<file path="config.mk">
export PLATFORM = sky130hd
export DESIGN_NAME = prime_table_trial_division
export DESIGN_NICKNAME = d
export VERILOG_FILES = /design/src/rtl/ptd_pkg.sv /design/src/rtl/ptd_div.sv /design/src/rtl/ptd_table.sv /design/src/rtl/prime_table_trial_division.sv
export VERILOG_INCLUDE_DIRS = /design/src /design/src/rtl
export SDC_FILE = /design/constraint.sdc
export NUM_CORES = 2
export LEC_CHECK = 0
export BUFFER_PORTS_ARGS = -buffer_cell sky130_fd_sc_hd__buf_2
export CAP_MARGIN = 10
export CORE_ASPECT_RATIO = 0.5
export CORE_MARGIN = 5
export CORE_UTILIZATION = 59
export CTS_BUF_LIST = sky130_fd_sc_hd__clkbuf_4
export DETAILED_ROUTE_END_ITERATION = 8
export PLACE_DENSITY = 0.75
export SYNTH_ARGS = -nofsm -noshare
export SYNTH_HDL_FRONTEND = slang
export SYNTH_HIERARCHICAL = 1
export SYNTH_SLANG_ARGS = --single-unit
</file>
<file path="constraint.sdc">
create_clock -name i_clk -period 4.3 [get_ports i_clk]
set_input_delay 0.645 -clock i_clk [delete_from_list [all_inputs] [get_ports i_clk]]
set_output_delay 0.645 -clock i_clk [all_outputs]
set_load 0.005 [all_outputs]
</file>
<file path="src/rtl/prime_table_trial_division_assert.svh">
// assertion macros for the prime table block
`ifndef PRIME_TABLE_TRIAL_DIVISION_ASSERT_SVH
`define PRIME_TABLE_TRIAL_DIVISION_ASSERT_SVH

// same-cycle implication
`define PTD_ASSERT_NOW(lbl, ante, cons, msg) \
    lbl: assert property (@(posedge i_clk) disable iff (!i_rst_n) (ante) |-> (cons)) \
        else $error(msg);

// next-cycle implication
`define PTD_ASSERT_NEXT(lbl, ante, cons, msg) \
    lbl: assert property (@(posedge i_clk) disable iff (!i_rst_n) (ante) |=> (cons)) \
        else $error(msg);

`endif

</file>
<file path="src/rtl/ptd_pkg.sv">
`default_nettype none
package ptd_pkg;

    localparam int TABLE_DEPTH  = 256;
    localparam int TBL_AW       = $clog2(TABLE_DEPTH);
    localparam int POS_W        = $clog2(TABLE_DEPTH + 1);
    localparam int DVD_W        = 32;
    localparam int DIV_W        = 17;
    localparam int CNT_W        = $clog2(DVD_W);

    localparam logic [7:0]       END_MARK    = 8'hFF;
    localparam logic [17:0]      DIVISOR_MAX = 18'd131071;

    localparam logic OP_WRITE = 1'b0;
    localparam logic OP_QUERY = 1'b1;

    typedef enum logic [1:0] {
        ST_BELOW_TWO = 2'd0,
        ST_FOUND     = 2'd1,
        ST_NONE      = 2'd2
    } t_status;

    typedef struct packed {
        logic        operation;
        logic [7:0]  entry_index;
        logic [7:0]  entry_value;
        logic [31:0] dividend;
    } t_item;

    typedef struct packed {
        t_status     status;
        logic [16:0] divisor;
        logic [31:0] quotient;
    } t_result;

    typedef struct packed {
        logic              done;
        logic [DVD_W-1:0]  quotient;
        logic [DIV_W-1:0]  remainder;
    } t_div_res;

endpackage
`default_nettype wire

</file>
<file path="src/rtl/ptd_div.sv">
`default_nettype none
module ptd_div
    import ptd_pkg::*;
(
    input  wire logic             i_clk,
    input  wire logic             i_rst_n,
    input  wire logic             i_start,
    input  wire logic [DVD_W-1:0] i_dividend,
    input  wire logic [DIV_W-1:0] i_divisor,
    output t_div_res              o_res
);

    logic             r_busy, n_busy;
    logic             r_done, n_done;
    logic [CNT_W-1:0] r_cnt, n_cnt;
    logic [DIV_W-1:0] r_rem, n_rem;
    logic [DVD_W-1:0] r_quo, n_quo;
    logic [DIV_W-1:0] r_div, n_div;

    logic [DIV_W:0]   w_shift;
    logic [DIV_W:0]   w_sub;
    logic             w_ge;

    // one restoring step per cycle
    always_comb begin
        w_shift = {r_rem, r_quo[DVD_W-1]};
        w_ge    = (w_shift >= {1'b0, r_div});
        w_sub   = w_shift - {1'b0, r_div};
        n_busy  = r_busy;
        n_done  = 1'b0;
        n_cnt   = r_cnt;
        n_rem   = r_rem;
        n_quo   = r_quo;
        n_div   = r_div;
        if (i_start) begin
            n_busy = 1'b1;
            n_cnt  = CNT_W'(DVD_W - 1);
            n_rem  = '0;
            n_quo  = i_dividend;
            n_div  = i_divisor;
        end else if (r_busy) begin
            n_rem = w_ge ? w_sub[DIV_W-1:0] : w_shift[DIV_W-1:0];
            n_quo = {r_quo[DVD_W-2:0], w_ge};
            n_cnt = r_cnt - 1'b1;
            if (r_cnt == '0) begin
                n_busy = 1'b0;
                n_done = 1'b1;
            end
        end
    end

    always_ff @(posedge i_clk) begin
        if (!i_rst_n) begin
            r_busy <= 1'b0;
            r_done <= 1'b0;
            r_cnt  <= '0;
        end else begin
            r_busy <= n_busy;
            r_done <= n_done;
            r_cnt  <= n_cnt;
        end
        r_rem <= n_rem;
        r_quo <= n_quo;
        r_div <= n_div;
    end

    assign o_res.done      = r_done;
    assign o_res.quotient  = r_quo;
    assign o_res.remainder = r_rem;

endmodule
`default_nettype wire

</file>
<file path="src/rtl/ptd_table.sv">
`default_nettype none
module ptd_table
    import ptd_pkg::*;
(
    input  wire logic              i_clk,
    input  wire logic              i_rst_n,
    input  wire logic              i_we,
    input  wire logic [TBL_AW-1:0] i_waddr,
    input  wire logic [7:0]        i_wdata,
    input  wire logic [TBL_AW-1:0] i_raddr,
    output logic [7:0]             o_rdata
);

    logic [7:0]             r_mem [TABLE_DEPTH];
    logic [TABLE_DEPTH-1:0] r_valid;
    logic [7:0]             r_rdata;

    always_ff @(posedge i_clk) begin
        if (i_we) begin
            r_mem[i_waddr] <= i_wdata;
        end
        r_rdata <= r_valid[i_raddr] ? r_mem[i_raddr] : END_MARK;
    end

    // unwritten entries read as end markers
    always_ff @(posedge i_clk) begin
        if (!i_rst_n) begin
            r_valid <= '0;
        end else if (i_we) begin
            r_valid[i_waddr] <= 1'b1;
        end
    end

    assign o_rdata = r_rdata;

endmodule
`default_nettype wire

</file>
<file path="src/rtl/prime_table_trial_division.sv">
// write item: busy stays low, no result
// query below two: result strobe in the cycle after the item is accepted
// query: each nonzero table prime is tried in turn (test, divider, step, gap read), a
//   zero prime skips the divider; the walk covers at most a full 256-entry table;
//   one result per query, never stalled; synchronous active-low reset sets first_prime
//   to 2, all entries end markers
`default_nettype none
module prime_table_trial_division
    import ptd_pkg::*;
(
    input  wire logic        i_clk,
    input  wire logic        i_rst_n,
    input  wire logic        start,
    output logic             busy,
    input  wire t_item       i_item,
    input  wire logic        i_cfg_we,
    input  wire logic [15:0] i_cfg_wdata,
    output logic             o_done,
    output t_result          o_result
);

    typedef enum logic [2:0] {
        S_IDLE,
        S_TEST,
        S_WAIT,
        S_STEP,
        S_GAP
    } t_state;

    t_state           r_state, n_state;
    logic [15:0]      r_first;
    logic [DVD_W-1:0] r_dvd, n_dvd;
    logic [DIV_W-1:0] r_cand, n_cand;
    logic [POS_W-1:0] r_pos, n_pos;
    logic             r_done, n_done;
    t_result          r_res, n_res;

    logic             w_div_start;
    t_div_res         w_div;
    logic             w_tbl_we;
    logic [7:0]       w_gap;
    logic [17:0]      w_sum;

    ptd_div u_div (
        .i_clk      (i_clk),
        .i_rst_n    (i_rst_n),
        .i_start    (w_div_start),
        .i_dividend (r_dvd),
        .i_divisor  (r_cand),
        .o_res      (w_div)
    );

    ptd_table u_table (
        .i_clk   (i_clk),
        .i_rst_n (i_rst_n),
        .i_we    (w_tbl_we),
        .i_waddr (TBL_AW'(i_item.entry_index)),
        .i_wdata (i_item.entry_value),
        .i_raddr (r_pos[TBL_AW-1:0]),
        .o_rdata (w_gap)
    );

    always_comb begin
        n_state     = r_state;
        n_dvd       = r_dvd;
        n_cand      = r_cand;
        n_pos       = r_pos;
        n_done      = 1'b0;
        n_res       = r_res;
        w_div_start = 1'b0;
        w_tbl_we    = 1'b0;
        w_sum       = 18'(r_cand) + 18'(w_gap);
        case (r_state)
            S_IDLE: begin
                if (start) begin
                    if (i_item.operation == OP_WRITE) begin
                        w_tbl_we = (32'(i_item.entry_index) < TABLE_DEPTH);
                    end else if (i_item.dividend < 32'd2) begin
                        n_done = 1'b1;
                        n_res  = '{status: ST_BELOW_TWO, divisor: '0, quotient: '0};
                    end else begin
                        n_dvd   = i_item.dividend;
                        n_cand  = DIV_W'(r_first);
                        n_pos   = '0;
                        n_state = S_TEST;
                    end
                end
            end
            S_TEST: begin
                if (r_cand != '0) begin
                    w_div_start = 1'b1;
                    n_state     = S_WAIT;
                end else begin
                    n_state = S_STEP;
                end
            end
            S_WAIT: begin
                if (w_div.done) begin
                    if (w_div.remainder == '0) begin
                        n_done  = 1'b1;
                        n_res   = '{status: ST_FOUND, divisor: r_cand,
                                    quotient: w_div.quotient};
                        n_state = S_IDLE;
                    end else begin
                        n_state = S_STEP;
                    end
                end
            end
            S_STEP: begin
                if (32'(r_pos) >= TABLE_DEPTH) begin
                    n_done  = 1'b1;
                    n_res   = '{status: ST_NONE, divisor: '0, quotient: '0};
                    n_state = S_IDLE;
                end else begin
                    n_state = S_GAP;
                end
            end
            S_GAP: begin
                if (w_gap == END_MARK || w_sum > DIVISOR_MAX) begin
                    n_done  = 1'b1;
                    n_res   = '{status: ST_NONE, divisor: '0, quotient: '0};
                    n_state = S_IDLE;
                end else begin
                    n_cand  = w_sum[DIV_W-1:0];
                    n_pos   = r_pos + 1'b1;
                    n_state = S_TEST;
                end
            end
            default: begin
                n_state = S_IDLE;
            end
        endcase
    end

    always_ff @(posedge i_clk) begin
        if (!i_rst_n) begin
            r_state <= S_IDLE;
            r_done  <= 1'b0;
            r_first <= 16'd2;
        end else begin
            r_state <= n_state;
            r_done  <= n_done;
            if (i_cfg_we) begin
                r_first <= i_cfg_wdata;
            end
        end
        r_dvd  <= n_dvd;
        r_cand <= n_cand;
        r_pos  <= n_pos;
        r_res  <= n_res;
    end

    assign busy     = (r_state != S_IDLE);
    assign o_done   = r_done;
    assign o_result = r_res;

`include "prime_table_trial_division_assert.svh"

    `PTD_ASSERT_NOW(a_done_has_cause, o_done, $past(busy) || $past(start),
        "result without an item")
    `PTD_ASSERT_NOW(a_found_nonzero, o_done && o_result.status == ST_FOUND,
        o_result.divisor != '0, "found with zero divisor")
    `PTD_ASSERT_NOW(a_miss_zero, o_done && o_result.status != ST_FOUND,
        o_result.divisor == '0 && o_result.quotient == '0, "miss with nonzero payload")
    `PTD_ASSERT_NEXT(a_query_busy,
        start && !busy && i_item.operation == OP_QUERY && i_item.dividend >= 32'd2,
        busy && !o_done, "query did not start the walk")

endmodule
`default_nettype wire
</file>
==> impl_metrics.yaml <==
outcome:
  status: "completed"
final_layout:
  areaGrowthSynthToFinish_pct: 12.1
  post-route-cell-area_um2: 110000
  layout_commonest_cell: "edfxtp_1"
  fin_nets: 5990
  drive_above_1_share_pct: 28.7
  fillers: 10700
  fin_util_pct: 66.3
  final_cell_mix: "2,206 x edfxtp_1, 887 x clkbuf_4, 480 x mux4_2"
setup_path:
  crit_type: "reg -> reg"
  worstSetupEndpointType: "register"
  cp_slowest_stage_delay_ps: 1100
  critPathLaunchType: "register"
  cpMaxStageDelayCell: "nor2b_1"
  path_delay_family: "compound AO/OA/AOI/OAI gates"
  crit_chain: "nor2b_1 > a22oi_1 > a21oi_1 > a211o_1 > a32oi_1 > a211oi_2 > o31ai_1"
  cp.arrival_ps: 5140
  cp.required_ps: 5290
  crit_buf_inv: 0
  path_max_fanout: 15
timing:
  rsz0062_at_grt: "no"
  fin_crit_sh_pct: 96.5
  hold_viol: 0
  drv_slew: 0
  tightest_slew_ps: 1310
  post-route-min-period_ps: 4150
  fin_ws_ps: 151
  fmax_ghz: 0.241
  fin_setup_tns_ps: 0
  slew_headroom_pct: 12.5
  skew_ps: 75.7
  setup_viol: 0
placement:
  dp_hpwl_mm: 155
  place_congestion: 0.911
  dp_slack_ps: 430
  place_area_um2: 102000
  portBuffers: 121
power_and_ir_drop:
  power_density_nw_per_um2: 479
  combPwrFrac_pct: 11.7
  switchingPower_uw: 13200
  p_leak_uw: 0.0368
  seqPwrFrac_pct: 51.7
  p_clk_share_pct: 36.7
  internal_power_uw: 39700
  ir_drop_uv: 234
  swShare_pct: 24.9
  power_uw: 52900
logic_synthesis:
  ys_types: 84
  syn_inst: 5250
  synth_area_um2: 98500
  ys.flop_type: "edfxtp_1"
  synth-seq-cells: 2514
  yosys.area.top_type: "edfxtp_1"
  async_reset_ff_share_pct: 0
  netlist_top_cells_area: "edfxtp_1 67%, mux4_2 11%, dfxtp_1 6.3%"
  avgSynthCellArea_um2: 18.8
  synth_top_area_share_pct: 67.2
  synth-edff-count: 2206
  syn_nets: 5349
  yosysSeqAreaShare_pct: 73.5
  synth_warnings: 6
cts:
  cts.sinks: 2514
  clock_path_buffers: 4
  ctsHtreeMaxLevel: 6
  cts_tree: "done"
  cts_setup_buffers: 0
  clk_pin_slew_ps: 70
  clkLatencyLatePin_ps: 1230
  root_buffer: "clkbuf_4"
  postCtsResizedCells: 0
  cts-buffers-inserted: 557
  cts_hold_buf: 69
worst_hold_path:
  hp-class: "in -> reg"
detailed_routing:
  ant_nets: 0
  drtIter0Drc: 6900
  drtPass1Iterations: 7
  drc: 0
  vias_per_cell: 6.51
  vias: 55600
  wl_per_cell_um: 29.3
  wirelength_mm: 250
die:
  ios: 122
  die-area_um2: 176000
  die_h_um: 299
  coreArea_um2: 167000
  start_util_pct: 59.1
  row_count: 106
  dieWidth_um: 588
global_route:
  grt.total_usage_pct: 28.3
  grt_pass1_wl_mm: 368
  grt_max_degree: 148
  antenna_found_initial: 8
  grt_overflow_total: 0
  grt_pass1_vias: 55400
run:
  cap_violations: 0
layout make-up:
type | instances | area (µm²) | area share (%)
Inverter | 34 | 128 | 0.116
Clock inverter | 106 | 886 | 0.802
Timing Repair Buffer | 404 | 3360 | 3.04
Multi-Input combinational cell | 2380 | 24200 | 21.9
Sequential cell | 2514 | 72400 | 65.6
Clock buffer | 887 | 6660 | 6.03
Tap cell | 2214 | 2770 | 2.51
Antenna cell | 3 | 7.51 | 0.00680
layer usage:
| layer | GRT usage, % | vias to the layer above | routed length, µm |
|---|---|---|---|
| met2 | 42.0 | 3725 | 113000 |
| met1 | 40.5 | 28500 | 96200 |
| met3 | 8.89 | 487 | 32800 |
| met5 | 0 | - | 29 |
| met4 | 9.29 | 4 | 7780 |
| li1 | - | 22900 | - |
kinds of logic after synthesis:
logic type | Yosys count | synth area share [%]
flops | 2514 | 73.5
mux | 839 | 14.7
compound gates | 732 | 5.57
simple gates | 746 | 3.55
fa+ha+maj | 30 | 0.396
xor+xnor | 33 | 0.293
buf+inv | 356 | 2.01
sequential cells by signal, summed over array words and instances (netlist names):
signal	flops
u_table/r_mem	2048
u_table/r_valid	256
o_result	51
r_dvd	32
u_div/r_quo	32
r_cand	17
u_div/r_div	17
u_div/r_rem	17
r_first	16
r_pos	9
u_table/o_rdata	8
u_div/r_cnt	5
r_state	3
o_done	1
u_div/r_busy	1
u_div/r_done	1
through the flow:
step	hold WS, ps	cells
6_report	89.3	8542
5_1_grt	53.5	8542
4_1_cts	42.3	8538
3_5_place_dp	445	7476
3_3_place_gp	440	7473
2_1_floorplan	432	5250
power groups by stage:
stage / registers [µW] / clock network [µW] / logic [µW]
floorplan: 27700 / 0 / 4040
global placement: 27800 / 0 / 5890
detailed placement: 27800 / 0 / 6020
CTS: 27300 / 19700 / 6090
global route: 27300 / 21100 / 6530
finish: 27300 / 19400 / 6160
path summary, 6_finish.rpt:
check | slack, ps | cells past startpoint | end | start
max | 150 | 7 | u_table/o_rdata[2] | r_pos[2]
min | 90 | 1 | u_table/r_mem[250][4] | i_item[36]
max reg2reg | 150 | 7 | u_table/o_rdata[2] | r_pos[2]
min reg2reg | 460 | 1 | u_table/r_valid[249] | u_table/r_valid[249]
synthesized netlist by cell type (all sizes together) (28+ instances only):
master	number
a22oi	71
a22o	49
nand3	51
nor2	335
nor2b	28
and2	56
a221oi	76
buf	140
mux2i	324
nand2	147
inv	33
clkbuf	182
edfxtp	2206
ha	28
dfxtp	308
o21a	264
o21ai	65
mux2	33
a21oi	48
mux4	482
(Power assumes the default switching activity.)
